===== config.mk =====
export PLATFORM = sky130hd
export DESIGN_NAME = bresenham_line_rasterizer
export DESIGN_NICKNAME = d
export VERILOG_FILES = /design/src/design/bres_pkg.sv /design/src/design/bresenham_line_rasterizer.sv /design/src/design/bres_front.sv /design/src/design/bres_queue.sv /design/src/design/bres_back.sv
export SDC_FILE = /design/constraint.sdc
export NUM_CORES = 1
export LEC_CHECK = 0
export ABC_AREA = 1
export BUFFER_PORTS_ARGS = -buffer_cell sky130_fd_sc_hd__buf_2
export CAP_MARGIN = 0
export CORE_MARGIN = 5
export CORE_UTILIZATION = 25
export CTS_CLUSTER_DIAMETER = 50
export DETAILED_ROUTE_END_ITERATION = 8
export GPL_ROUTABILITY_DRIVEN = 0
export PLACE_DENSITY = 0.51
export RECOVER_POWER = 25
export SLEW_MARGIN = 10
export SYNTH_ARGS = -nofsm -noshare
export SYNTH_HDL_FRONTEND = slang
export SYNTH_SLANG_ARGS = --single-unit

===== constraint.sdc =====
create_clock -name clk -period 4.9 [get_ports clk]
set_input_delay 0.98 -clock clk [delete_from_list [all_inputs] [get_ports clk]]
set_output_delay 0.98 -clock clk [all_outputs]
set_load 0.005 [all_outputs]

===== src/design/bres_pkg.sv =====
package bres_pkg;

	typedef enum logic {
		CMD_START   = 1'b0,
		CMD_ADVANCE = 1'b1
	} cmd_t;

	localparam int QUEUE_DEPTH    = 4;
	localparam int QUEUE_PTR_BITS = 2;

endpackage


===== src/design/bresenham_line_rasterizer.sv =====
// channel  | handshake             | payload
// ---------+-----------------------+-------------------------------------
// request  | req_valid / req_stall | cmd, x_start, y_start, x_end, y_end
// pixel    | pix_valid / pix_stall | pixel_x, pixel_y, last
//
// Without stalls, one request per cycle, one pixel per cycle on back-to-back advances;
// the per-pixel error update in the back end is a single add and sign test.
// A request passes the front-stage register and the queue before the pixel register.
// Reset empties the front stage, the 4-entry queue and the pixel register; no line active.
// A pixel stall backs up the queue; req_stall rises once the queue and front stage are full.
module bresenham_line_rasterizer #(
	parameter int COORD_BITS = 10
) (
	input  logic                  clk,
	input  logic                  arst_n,
	input  logic                  req_valid,
	output logic                  req_stall,
	input  logic                  cmd,
	input  logic [COORD_BITS-1:0] x_start,
	input  logic [COORD_BITS-1:0] y_start,
	input  logic [COORD_BITS-1:0] x_end,
	input  logic [COORD_BITS-1:0] y_end,
	output logic                  pix_valid,
	input  logic                  pix_stall,
	output logic [COORD_BITS-1:0] pixel_x,
	output logic [COORD_BITS-1:0] pixel_y,
	output logic                  last
);

	localparam int ENTRY_BITS = 6 * COORD_BITS + 11;

	logic                  push, queue_full, pop, head_valid;
	logic [ENTRY_BITS-1:0] push_data, head_data;

	bres_front #(
		.COORD_BITS (COORD_BITS),
		.ENTRY_BITS (ENTRY_BITS)
	) u_front (
		.clk        (clk),
		.arst_n     (arst_n),
		.req_valid  (req_valid),
		.req_stall  (req_stall),
		.cmd        (cmd),
		.x_start    (x_start),
		.y_start    (y_start),
		.x_end      (x_end),
		.y_end      (y_end),
		.push       (push),
		.push_data  (push_data),
		.queue_full (queue_full)
	);

	bres_queue #(
		.ENTRY_BITS (ENTRY_BITS)
	) u_queue (
		.clk        (clk),
		.arst_n     (arst_n),
		.push       (push),
		.push_data  (push_data),
		.full       (queue_full),
		.pop        (pop),
		.head_valid (head_valid),
		.head_data  (head_data)
	);

	bres_back #(
		.COORD_BITS (COORD_BITS),
		.ENTRY_BITS (ENTRY_BITS)
	) u_back (
		.clk        (clk),
		.arst_n     (arst_n),
		.head_valid (head_valid),
		.head_data  (head_data),
		.pop        (pop),
		.pix_valid  (pix_valid),
		.pix_stall  (pix_stall),
		.pixel_x    (pixel_x),
		.pixel_y    (pixel_y),
		.last       (last)
	);

endmodule


===== src/design/bres_front.sv =====
module bres_front #(
	parameter int COORD_BITS = 10,
	parameter int ENTRY_BITS = 6 * COORD_BITS + 11
) (
	input  logic                  clk,
	input  logic                  arst_n,
	input  logic                  req_valid,
	output logic                  req_stall,
	input  logic                  cmd,
	input  logic [COORD_BITS-1:0] x_start,
	input  logic [COORD_BITS-1:0] y_start,
	input  logic [COORD_BITS-1:0] x_end,
	input  logic [COORD_BITS-1:0] y_end,
	output logic                  push,
	output logic [ENTRY_BITS-1:0] push_data,
	input  logic                  queue_full
);

	localparam int N = COORD_BITS;
	localparam int E = COORD_BITS + 3;

	// stage 1: order endpoints, get deltas and y direction
	logic         swap;
	logic [N-1:0] xa, xb, ya, yb, dx, dy;
	logic         y_down;

	always_comb begin
		swap   = x_start > x_end;
		xa     = swap ? x_end : x_start;
		xb     = swap ? x_start : x_end;
		ya     = swap ? y_end : y_start;
		yb     = swap ? y_start : y_end;
		dx     = xb - xa;
		y_down = !(yb > ya);
		dy     = y_down ? (ya - yb) : (yb - ya);
	end

	logic         valid_s1;
	logic         cmd_s1;
	logic [N-1:0] xa_s1, ya_s1, dx_s1, dy_s1;
	logic         y_down_s1;
	logic         accept;

	assign req_stall = valid_s1 && queue_full;
	assign accept    = req_valid && !req_stall;
	assign push      = valid_s1 && !queue_full;

	always_ff @(posedge clk or negedge arst_n) begin
		if (!arst_n) begin
			valid_s1 <= 1'b0;
		end else if (accept) begin
			valid_s1 <= 1'b1;
		end else if (push) begin
			valid_s1 <= 1'b0;
		end
	end

	always_ff @(posedge clk) begin
		if (accept) begin
			cmd_s1    <= cmd;
			xa_s1     <= xa;
			ya_s1     <= ya;
			dx_s1     <= dx;
			dy_s1     <= dy;
			y_down_s1 <= y_down;
		end
	end

	// stage 2: major/minor axis, initial error, step constants
	logic         steep;
	logic [N-1:0] major, minor;
	logic [N:0]   major2, minor2, count;
	logic [E-1:0] err0, diff;

	always_comb begin
		steep  = dy_s1 > dx_s1;
		major  = steep ? dy_s1 : dx_s1;
		minor  = steep ? dx_s1 : dy_s1;
		major2 = {major, 1'b0};
		minor2 = {minor, 1'b0};
		err0   = {2'b00, minor2} - {3'b000, major};
		diff   = {2'b00, minor2} - {2'b00, major2};
		count  = {1'b0, major} + {{N{1'b0}}, 1'b1};
	end

	assign push_data = {cmd_s1, y_down_s1, steep, xa_s1, ya_s1, minor2, diff, err0, count};

endmodule


===== src/design/bres_queue.sv =====
module bres_queue #(
	parameter int ENTRY_BITS = 71
) (
	input  logic                  clk,
	input  logic                  arst_n,
	input  logic                  push,
	input  logic [ENTRY_BITS-1:0] push_data,
	output logic                  full,
	input  logic                  pop,
	output logic                  head_valid,
	output logic [ENTRY_BITS-1:0] head_data
);

	logic [ENTRY_BITS-1:0]               mem [bres_pkg::QUEUE_DEPTH];
	logic [bres_pkg::QUEUE_PTR_BITS-1:0] wr_ptr_q, rd_ptr_q;
	logic [bres_pkg::QUEUE_PTR_BITS:0]   count_q;

	assign full       = count_q == (bres_pkg::QUEUE_PTR_BITS + 1)'(bres_pkg::QUEUE_DEPTH);
	assign head_valid = count_q != '0;
	assign head_data  = mem[rd_ptr_q];

	always_ff @(posedge clk) begin
		if (push) begin
			mem[wr_ptr_q] <= push_data;
		end
	end

	always_ff @(posedge clk or negedge arst_n) begin
		if (!arst_n) begin
			wr_ptr_q <= '0;
			rd_ptr_q <= '0;
			count_q  <= '0;
		end else begin
			if (push) begin
				wr_ptr_q <= wr_ptr_q + 1'b1;
			end
			if (pop) begin
				rd_ptr_q <= rd_ptr_q + 1'b1;
			end
			case ({push, pop})
				2'b10:   count_q <= count_q + 1'b1;
				2'b01:   count_q <= count_q - 1'b1;
				default: count_q <= count_q;
			endcase
		end
	end

endmodule


===== src/design/bres_back.sv =====
module bres_back #(
	parameter int COORD_BITS = 10,
	parameter int ENTRY_BITS = 6 * COORD_BITS + 11
) (
	input  logic                  clk,
	input  logic                  arst_n,
	input  logic                  head_valid,
	input  logic [ENTRY_BITS-1:0] head_data,
	output logic                  pop,
	output logic                  pix_valid,
	input  logic                  pix_stall,
	output logic [COORD_BITS-1:0] pixel_x,
	output logic [COORD_BITS-1:0] pixel_y,
	output logic                  last
);

	localparam int N = COORD_BITS;
	localparam int E = COORD_BITS + 3;
	localparam logic [N-1:0] ONE = N'(1);

	logic         h_cmd, h_y_down, h_steep;
	logic [N-1:0] h_xa, h_ya;
	logic [N:0]   h_minor2, h_count;
	logic [E-1:0] h_diff, h_err0;

	assign {h_cmd, h_y_down, h_steep, h_xa, h_ya, h_minor2, h_diff, h_err0, h_count} = head_data;

	logic [N-1:0] cur_x_q, cur_y_q;
	logic [E-1:0] err_q, diff_q;
	logic [N:0]   minor2_q, count_q;
	logic         steep_q, y_down_q, active_q;
	logic         pix_valid_q;
	logic [N-1:0] pix_x_q, pix_y_q;
	logic         last_q;

	logic         is_start, out_free, emit;
	logic         err_pos;
	logic [N-1:0] y_step, next_x, next_y;
	logic [E-1:0] next_err;

	assign is_start = h_cmd == bres_pkg::CMD_START;
	assign out_free = !pix_valid_q || !pix_stall;
	assign pop      = head_valid && (is_start || !active_q || out_free);
	assign emit     = pop && !is_start && active_q;

	always_comb begin
		err_pos  = !err_q[E-1] && (err_q != '0);
		y_step   = y_down_q ? (cur_y_q - ONE) : (cur_y_q + ONE);
		if (steep_q) begin
			next_x = err_pos ? (cur_x_q + ONE) : cur_x_q;
			next_y = y_step;
		end else begin
			next_x = cur_x_q + ONE;
			next_y = err_pos ? y_step : cur_y_q;
		end
		next_err = err_q + (err_pos ? diff_q : {2'b00, minor2_q});
	end

	always_ff @(posedge clk or negedge arst_n) begin
		if (!arst_n) begin
			active_q    <= 1'b0;
			pix_valid_q <= 1'b0;
		end else begin
			if (pop && is_start) begin
				active_q <= 1'b1;
			end else if (emit && count_q == {{N{1'b0}}, 1'b1}) begin
				active_q <= 1'b0;
			end
			if (emit) begin
				pix_valid_q <= 1'b1;
			end else if (!pix_stall) begin
				pix_valid_q <= 1'b0;
			end
		end
	end

	always_ff @(posedge clk) begin
		if (pop && is_start) begin
			cur_x_q  <= h_xa;
			cur_y_q  <= h_ya;
			err_q    <= h_err0;
			diff_q   <= h_diff;
			minor2_q <= h_minor2;
			count_q  <= h_count;
			steep_q  <= h_steep;
			y_down_q <= h_y_down;
		end else if (emit) begin
			cur_x_q <= next_x;
			cur_y_q <= next_y;
			err_q   <= next_err;
			count_q <= count_q - 1'b1;
		end
		if (emit) begin
			pix_x_q <= cur_x_q;
			pix_y_q <= cur_y_q;
			last_q  <= count_q == {{N{1'b0}}, 1'b1};
		end
	end

	assign pix_valid = pix_valid_q;
	assign pixel_x   = pix_x_q;
	assign pixel_y   = pix_y_q;
	assign last      = last_q;

endmodule

==> metrics.yaml, run 1 <==
outcome: "finished, violations left"
violations: "max-capacitance violations, max-slew violations"
syn_avg_cell_area_um2: 10.5
mappedNetlistNets: 1992
synthTopCellsByArea: "edfxtp_1 (60%), nand2_1 (7.6%), o21ai_0 (4.3%)"
synthCells: 1883
clock_sinks: 408
power.density_nw_per_um2: 743
htreeDepth: 2
synth-simple-area-share: 0.163
min_path_type: "in2async"
fmax_ghz: 0.257
synth_compound_area_frac: 0.100
layout_commonest_cell: "nand2_1"
grt_start_max_net_pins: 105
max_cap_viol_count: 4
ant_nets: 0
slew_headroom: -0.261
vias_per_cell: 4.49
yosys.area.top_type_share: 0.602
required_ps: 5200
fp.dieH_um: 292
cts_tree: "yes"
routed_wl_mm: 49.9
post_synth_xor_area_fraction: 0.0273
dieWidth_um: 292
rsz0062_at_grt: "false"
final_area_um2: 23000
ctsHoldBuffers: 0
period_needed_ps: 3890
layout-drive-gt1-share: 0.122
critPathCaptureType: "flop"
postCtsSetupBuffers: 0
first_global_vias: 13600
numCtsBuffers: 48
worst_pin_slew_ps: 1890
hpwl_mm: 33.4
grt_usage: 0.114
dpl-instance-area_um2: 21500
fin_worst_skew_ps: 25.1
grt_first_pass_wirelength_mm: 77.3
ys_seq_area_frac: 0.614
yosysTopAreaCell: "edfxtp_1"
setup-tns-final_ps: 0
synth.ff_latch_count: 408
clock-root-buffer: "clkbuf_16"
yosysUniqueCellTypes: 53
clk_latency_ps: 580
syn-cell-area_um2: 19900
wl_per_cell_um: 16.3
layout_common_cells: "nand2_1 (402), edfxtp_1 (398), nor2_1 (180)"
leakage_nw: 8.88
clockBufferDepth: 3
clk_pin_slew_ps: 60
synthMuxAreaShare: 0.00567
vias: 13700
crit_path_start_kind: "flop"
fin_crit_sh: 0.794
io_buffers: 67
antenna_found_initial: 8
drt_iter0_drc: 938
io_pins: 68
initial_core_util: 0.252
vdd_ir_drop_max_uv: 419
total_power_mw: 17.1
nets: 2072
yosys.area_share.adder: 0.0418
dr.pass1.iters: 5
grt_overflow: 0
arrival_ps: 4190
core_area_um2: 78900
crit_fanout: 37
area_growth_pct: 16.0
std_cell_rows: 103
synth_top_family_by_area: "simple AND/OR/NAND/NOR gates"
finalSetupViolCount: 0
remaining_drc_errors: 0
hold_viol: 0
dieArea_um2: 85200
ys.warnings.count: 0
post_cts_resized: 0
critical_path_class: "reg2reg"
maxSlewViolCount: 106
==> per-stage QoR <==
step | hold WS [ps] | utilization | instances | worst slack (ps)
5_1_grt | 397 | 0.292 | 3058 | 727
2_1_floorplan | 431 | - | 1883 | 944
3_5_place_dp | 450 | 0.272 | 2963 | 919
4_1_cts | 225 | 0.292 | 3053 | 986
3_3_place_gp | 446 | 0.272 | 2963 | 956
6_report | 357 | 0.292 | 3058 | 1010
==> cells by family (layout without fill, tap and decap cells) <==
| family | Yosys count | in the layout |
|---|---|---|
| buffers and inverters | 232 | 352 |
| other | 0 | 5 |
| AND/OR/NAND/NOR | 760 | 760 |
| adder cells (fa/ha/maj) | 64 | 64 |
| multiplexers | 10 | 10 |
| flip-flops | 408 | 408 |
| AO/OA/AOI/OAI | 347 | 347 |
| XOR/XNOR | 62 | 62 |
==> sequential cells by signal, summed over array words and instances (netlist names) <==
signal	flops
u_back.pix_valid	1
u_back.cur_x_q	10
u_back.err_q	13
u_front.cmd_s1	1
u_back.active_q	1
u_back.pixel_y	10
u_front.dx_s1	10
u_back.last	1
u_back.y_down_q	1
u_back.steep_q	1
u_front.valid_s1	1
u_front.xa_s1	10
u_back.diff_q	11
u_queue.mem	268
u_queue.wr_ptr_q	2
u_front.ya_s1	10
u_front.y_down_s1	1
u_front.dy_s1	10
u_back.pixel_x	10
u_queue.rd_ptr_q	2
u_back.cur_y_q	10
u_back.minor2_q	10
u_queue.count_q	3
u_back.count_q	11
==> worst max-delay path, cell delays in order (launching register included) <==
cell	delay, ps
edfxtp_1	420
inv_1	90
ha_1	360
nand2_1	140
nor2_2	190
o211ai_1	120
nand3_2	150
nand2_4	240
o21ai_0	520
ha_1	380
a21oi_1	330
o21a_1	180
nor2_1	40
a211oi_1	440
==> cell type report <==
| type | instances | area [um2] |
|---|---|---|
| inverters | 169 | 638 |
| diodes | 5 | 12.5 |
| clock buffers | 52 | 1260 |
| fillers | 8109 | 55800 |
| repair buffers | 93 | 531 |
| well taps | 1050 | 1310 |
| clock inverters | 38 | 320 |
| multi-input cells | 1243 | 6750 |
| flip-flops and latches | 408 | 12200 |
==> cells in the mapped netlist, drive strengths merged <==
cell and count:
a211oi 1, a21o 2, a21oi 55, a31oi 6, a32o 9, and2 1
buf 16, clkbuf 47, clkinv 2, dfrtp 10, edfxtp 398, fa 4
ha 60, inv 167, mux2 10, nand2 421, nand3 104, nand3b 3
nand4 16, nor2 188, nor3 14, nor4 5, o2111ai 3, o211ai 3
o21a 5, o21ai 200, o21bai 4, o221ai 1, o22ai 55, o31ai 3
or2 7, or3 1, xnor2 16, xor2 46
==> power breakdown <==
group / switching (mW) / total, mW / leakage (nW) / internal (mW)
clock: 1.44 / 3.48 / 0.763 / 2.04
sequential: 0.459 / 6.59 / 3.84 / 6.13
combinational: 4.90 / 7.06 / 4.28 / 2.16
==> routing by layer <==
metal | vias up | wire length [um] | track usage
met5 | - | 34 | 0
met4 | 6 | 1180 | 0.0341
met3 | 74 | 2710 | 0.0239
met2 | 283 | 23800 | 0.193
met1 | 6633 | 22200 | 0.147
li1 | 6745 | - | -
==> final timing paths <==
kind                                         from                  end  slack, ps  depth (start not counted)
worst max register to register   u_front.dx_s1[8]   u_queue.mem[2][23]       1010                         13
worst max-delay path             u_front.dx_s1[8]   u_queue.mem[2][23]       1010                         13
worst min-delay path                       arst_n   u_queue.count_q[1]        360                          1
worst min register to register  u_back.cur_y_q[4]    u_back.pixel_y[4]        460                          0
max in group asynchronous                  arst_n  u_queue.rd_ptr_q[0]       4130                          1
min in group clk                u_back.cur_y_q[4]    u_back.pixel_y[4]        460                          0
No activity file was read; power rests on OpenSTA's default activity.
==> inputs of run 2 (changes only) <==
- ABC_AREA: 1 -> 0
- clock period: 4.9 -> 3.8 ns (I/O delays scaled with it)
==> run 2 against run 1 <==
The flow still finishes with violations (max-capacitance violations, max-slew violations). Sequential share of layout area decreased by 2.0 points. Utilization increased by 1.8 points. Die area decreased by 2.5%. Largest cell class unchanged.
==> metrics.yaml, run 2 <==
outcome: "finished, violations left"
violations: "max-capacitance violations, max-slew violations"
yosys.area_share.adder: 0.0471
yosysMostFrequentCell: "edfxtp_1"
grt_overflow: 0
critPathCaptureType: "flop"
wl_per_cell_um: 17.5
std_cell_rows: 102
drt_iter0_drc: 748
ys_top_cells_by_count: "edfxtp_1 (398), nand2_1 (109), nor2_1 (87)"
nets: 1692
grt_start_max_net_pins: 65
remaining_drc_errors: 0
r2r_setup_slack_ps: 180
syn_avg_cell_area_um2: 14.1
cp_cell_sequence: "nor4_1 -> buf_4 -> a31oi_2 -> mux2_2 -> ha_1 -> fa_1 -> a21o_1 -> a21oi_1 -> o21bai_1 -> a21oi_2 -> o21bai_1 -> a21oi_1 -> o21bai_1 -> a21oi_1 -> xor2_1 -> o21ai_0"
core_area_um2: 77100
io_buffers: 67
synth-simple-area-share: 0.0812
wl_met2_mm: 21.6
leakage_nw: 8.53
async_flop_share: 0.0245
grt_usage: 0.113
fp.dieH_um: 288
reg2reg_depth: 16
slew_headroom: -0.705
cpPeakStageDelay_ps: 400
reg2reg_from: "u_back.err_q[1]"
synthTopCellsByArea: "edfxtp_1 (62%), mux4_2 (7.8%), ha_1 (3.9%)"
vias: 11800
vias_per_cell: 4.45
yosys.area.top_type_share: 0.617
clock-root-buffer: "clkbuf_16"
finalSetupViolCount: 0
grt_first_pass_wirelength_mm: 72.9
num_antenna_cells: 0
htreeDepth: 2
crit_fanout: 4
crit_start: "u_back.err_q[1]"
maxSlewViolCount: 132
largest_registers: "u_queue.mem (268), u_back.err_q (13)"
worst_pin_slew_ps: 2560
critical_path_class: "reg2reg"
arrival_ps: 3930
io_pins: 68
synthMuxAreaShare: 0.0955
dieWidth_um: 288
antenna_found_initial: 0
clk_pin_slew_ps: 60
fin_worst_skew_ps: 22.3
hold_slack_ps: 180
period_needed_ps: 3620
initial_core_util: 0.251
routed_wl_mm: 46.5
clock_sinks: 408
post_synth_xor_area_fraction: 0.0371
hpwl_mm: 32.2
regMostFlops: "u_queue.mem"
fin_crit_sh: 0.954
dr.max_layer_used: "met4"
layout-drive-gt1-share: 0.261
crit_path_start_kind: "flop"
layout_commonest_cell: "edfxtp_1"
ant_nets: 0
numCtsBuffers: 48
ys.flop_type: "edfxtp_1"
slowest_stage: "edfxtp_1"
yosysTopAreaCell: "edfxtp_1"
synth_compound_area_frac: 0.0845
dr.pass1.iters: 5
first_global_vias: 12200
final_util: 0.310
setup-tns-final_ps: 0
required_ps: 4110
clk_latency_ps: 580
largest_register_ffs: 268
synth.ff_latch_count: 408
synthCells: 1368
dieArea_um2: 83100
route.layer.met1.wl_mm: 21.7
synth_top_family_by_area: "multiplexers"
total_power_mw: 23.1
clockBufferDepth: 3
syn-cell-area_um2: 19400
cts_tree: "yes"
wl_met3_mm: 1.82
area_growth_pct: 23.6
power.density_nw_per_um2: 967
layout_common_cells: "edfxtp_1 (398), buf_4 (136), nand2_1 (108)"
fmax_ghz: 0.276
vdd_ir_drop_max_uv: 403
min_path_type: "in2async"
max_cap_viol_count: 3
synth_edf_count: 398
hold_viol: 0
ys_seq_area_frac: 0.630
yosysUniqueCellTypes: 75
mappedNetlistNets: 1477
ys.warnings.count: 0
ctsHoldBuffers: 0
-- run 2: path summary, 6_finish.rpt --
path,endpoint
worst min register to register,u_back.pixel_y[7]
worst max-delay path,u_back.err_q[11]
max in group asynchronous,u_queue.rd_ptr_q[0]
worst min-delay path,u_back.pix_valid
min in group clk,u_front.cmd_s1
worst max register to register,u_back.err_q[11]
-- run 2: cell type report --
type / instances / area [um2]
repair buffers: 214 / 1510
clock buffers: 56 / 1250
flip-flops and latches: 408 / 12200
fillers: 7725 / 53200
multi-input cells: 844 / 7040
well taps: 1040 / 1300
inverters: 67 / 254
clock inverters: 33 / 363
-- run 2: logic make-up after synthesis --
logic type                 count (synthesis)
AOI/OAI and AO/OA                        258
xor gates and xnor gates                  82
adders and majority gates                 72
buffers and inverters                    116
DFF                                      408
muxes                                     99
and+or+nand+nor                          333
-- run 2: worst max-delay path, delay by kind of cell, from the launching register on --
kind                       cells  cell delay (ps)
buffers and inverters          1              170
and+or+nand+nor                1              320
AOI/OAI and AO/OA             10             1390
muxes                          1              320
xor gates and xnor gates       1              150
adders and majority gates      2              610
DFF                            1              400
-- run 2: metal layers --
metal	track usage	up-vias
met5	0	-
met4	0.0362	0
met3	0.0203	70
met2	0.181	207
met1	0.156	5908
li1	-	5649
-- run 2: timing repair --
item,CTS,global route
cloned,0,0
pin swaps,2,13
setup endpoints to repair,12,30
resized for setup,8,33
buffers inserted,1,5
-- run 2: report_power, final --
group | switching [mW] | internal [mW]
Sequential | 0.700 | 7.90
Combinational | 5.57 | 4.33
Clock | 1.90 | 2.74
-- run 2: through the flow --
step | instance area (um2) | std cells | worst slack [ps]
global route | 23900 | 2662 | -9.40
floorplan | 19500 | 1368 | -8.61
global placement | 22100 | 2568 | -57.7
detailed placement | 22100 | 2568 | -107
finish | 23900 | 2662 | 175
CTS | 23800 | 2658 | 11.3
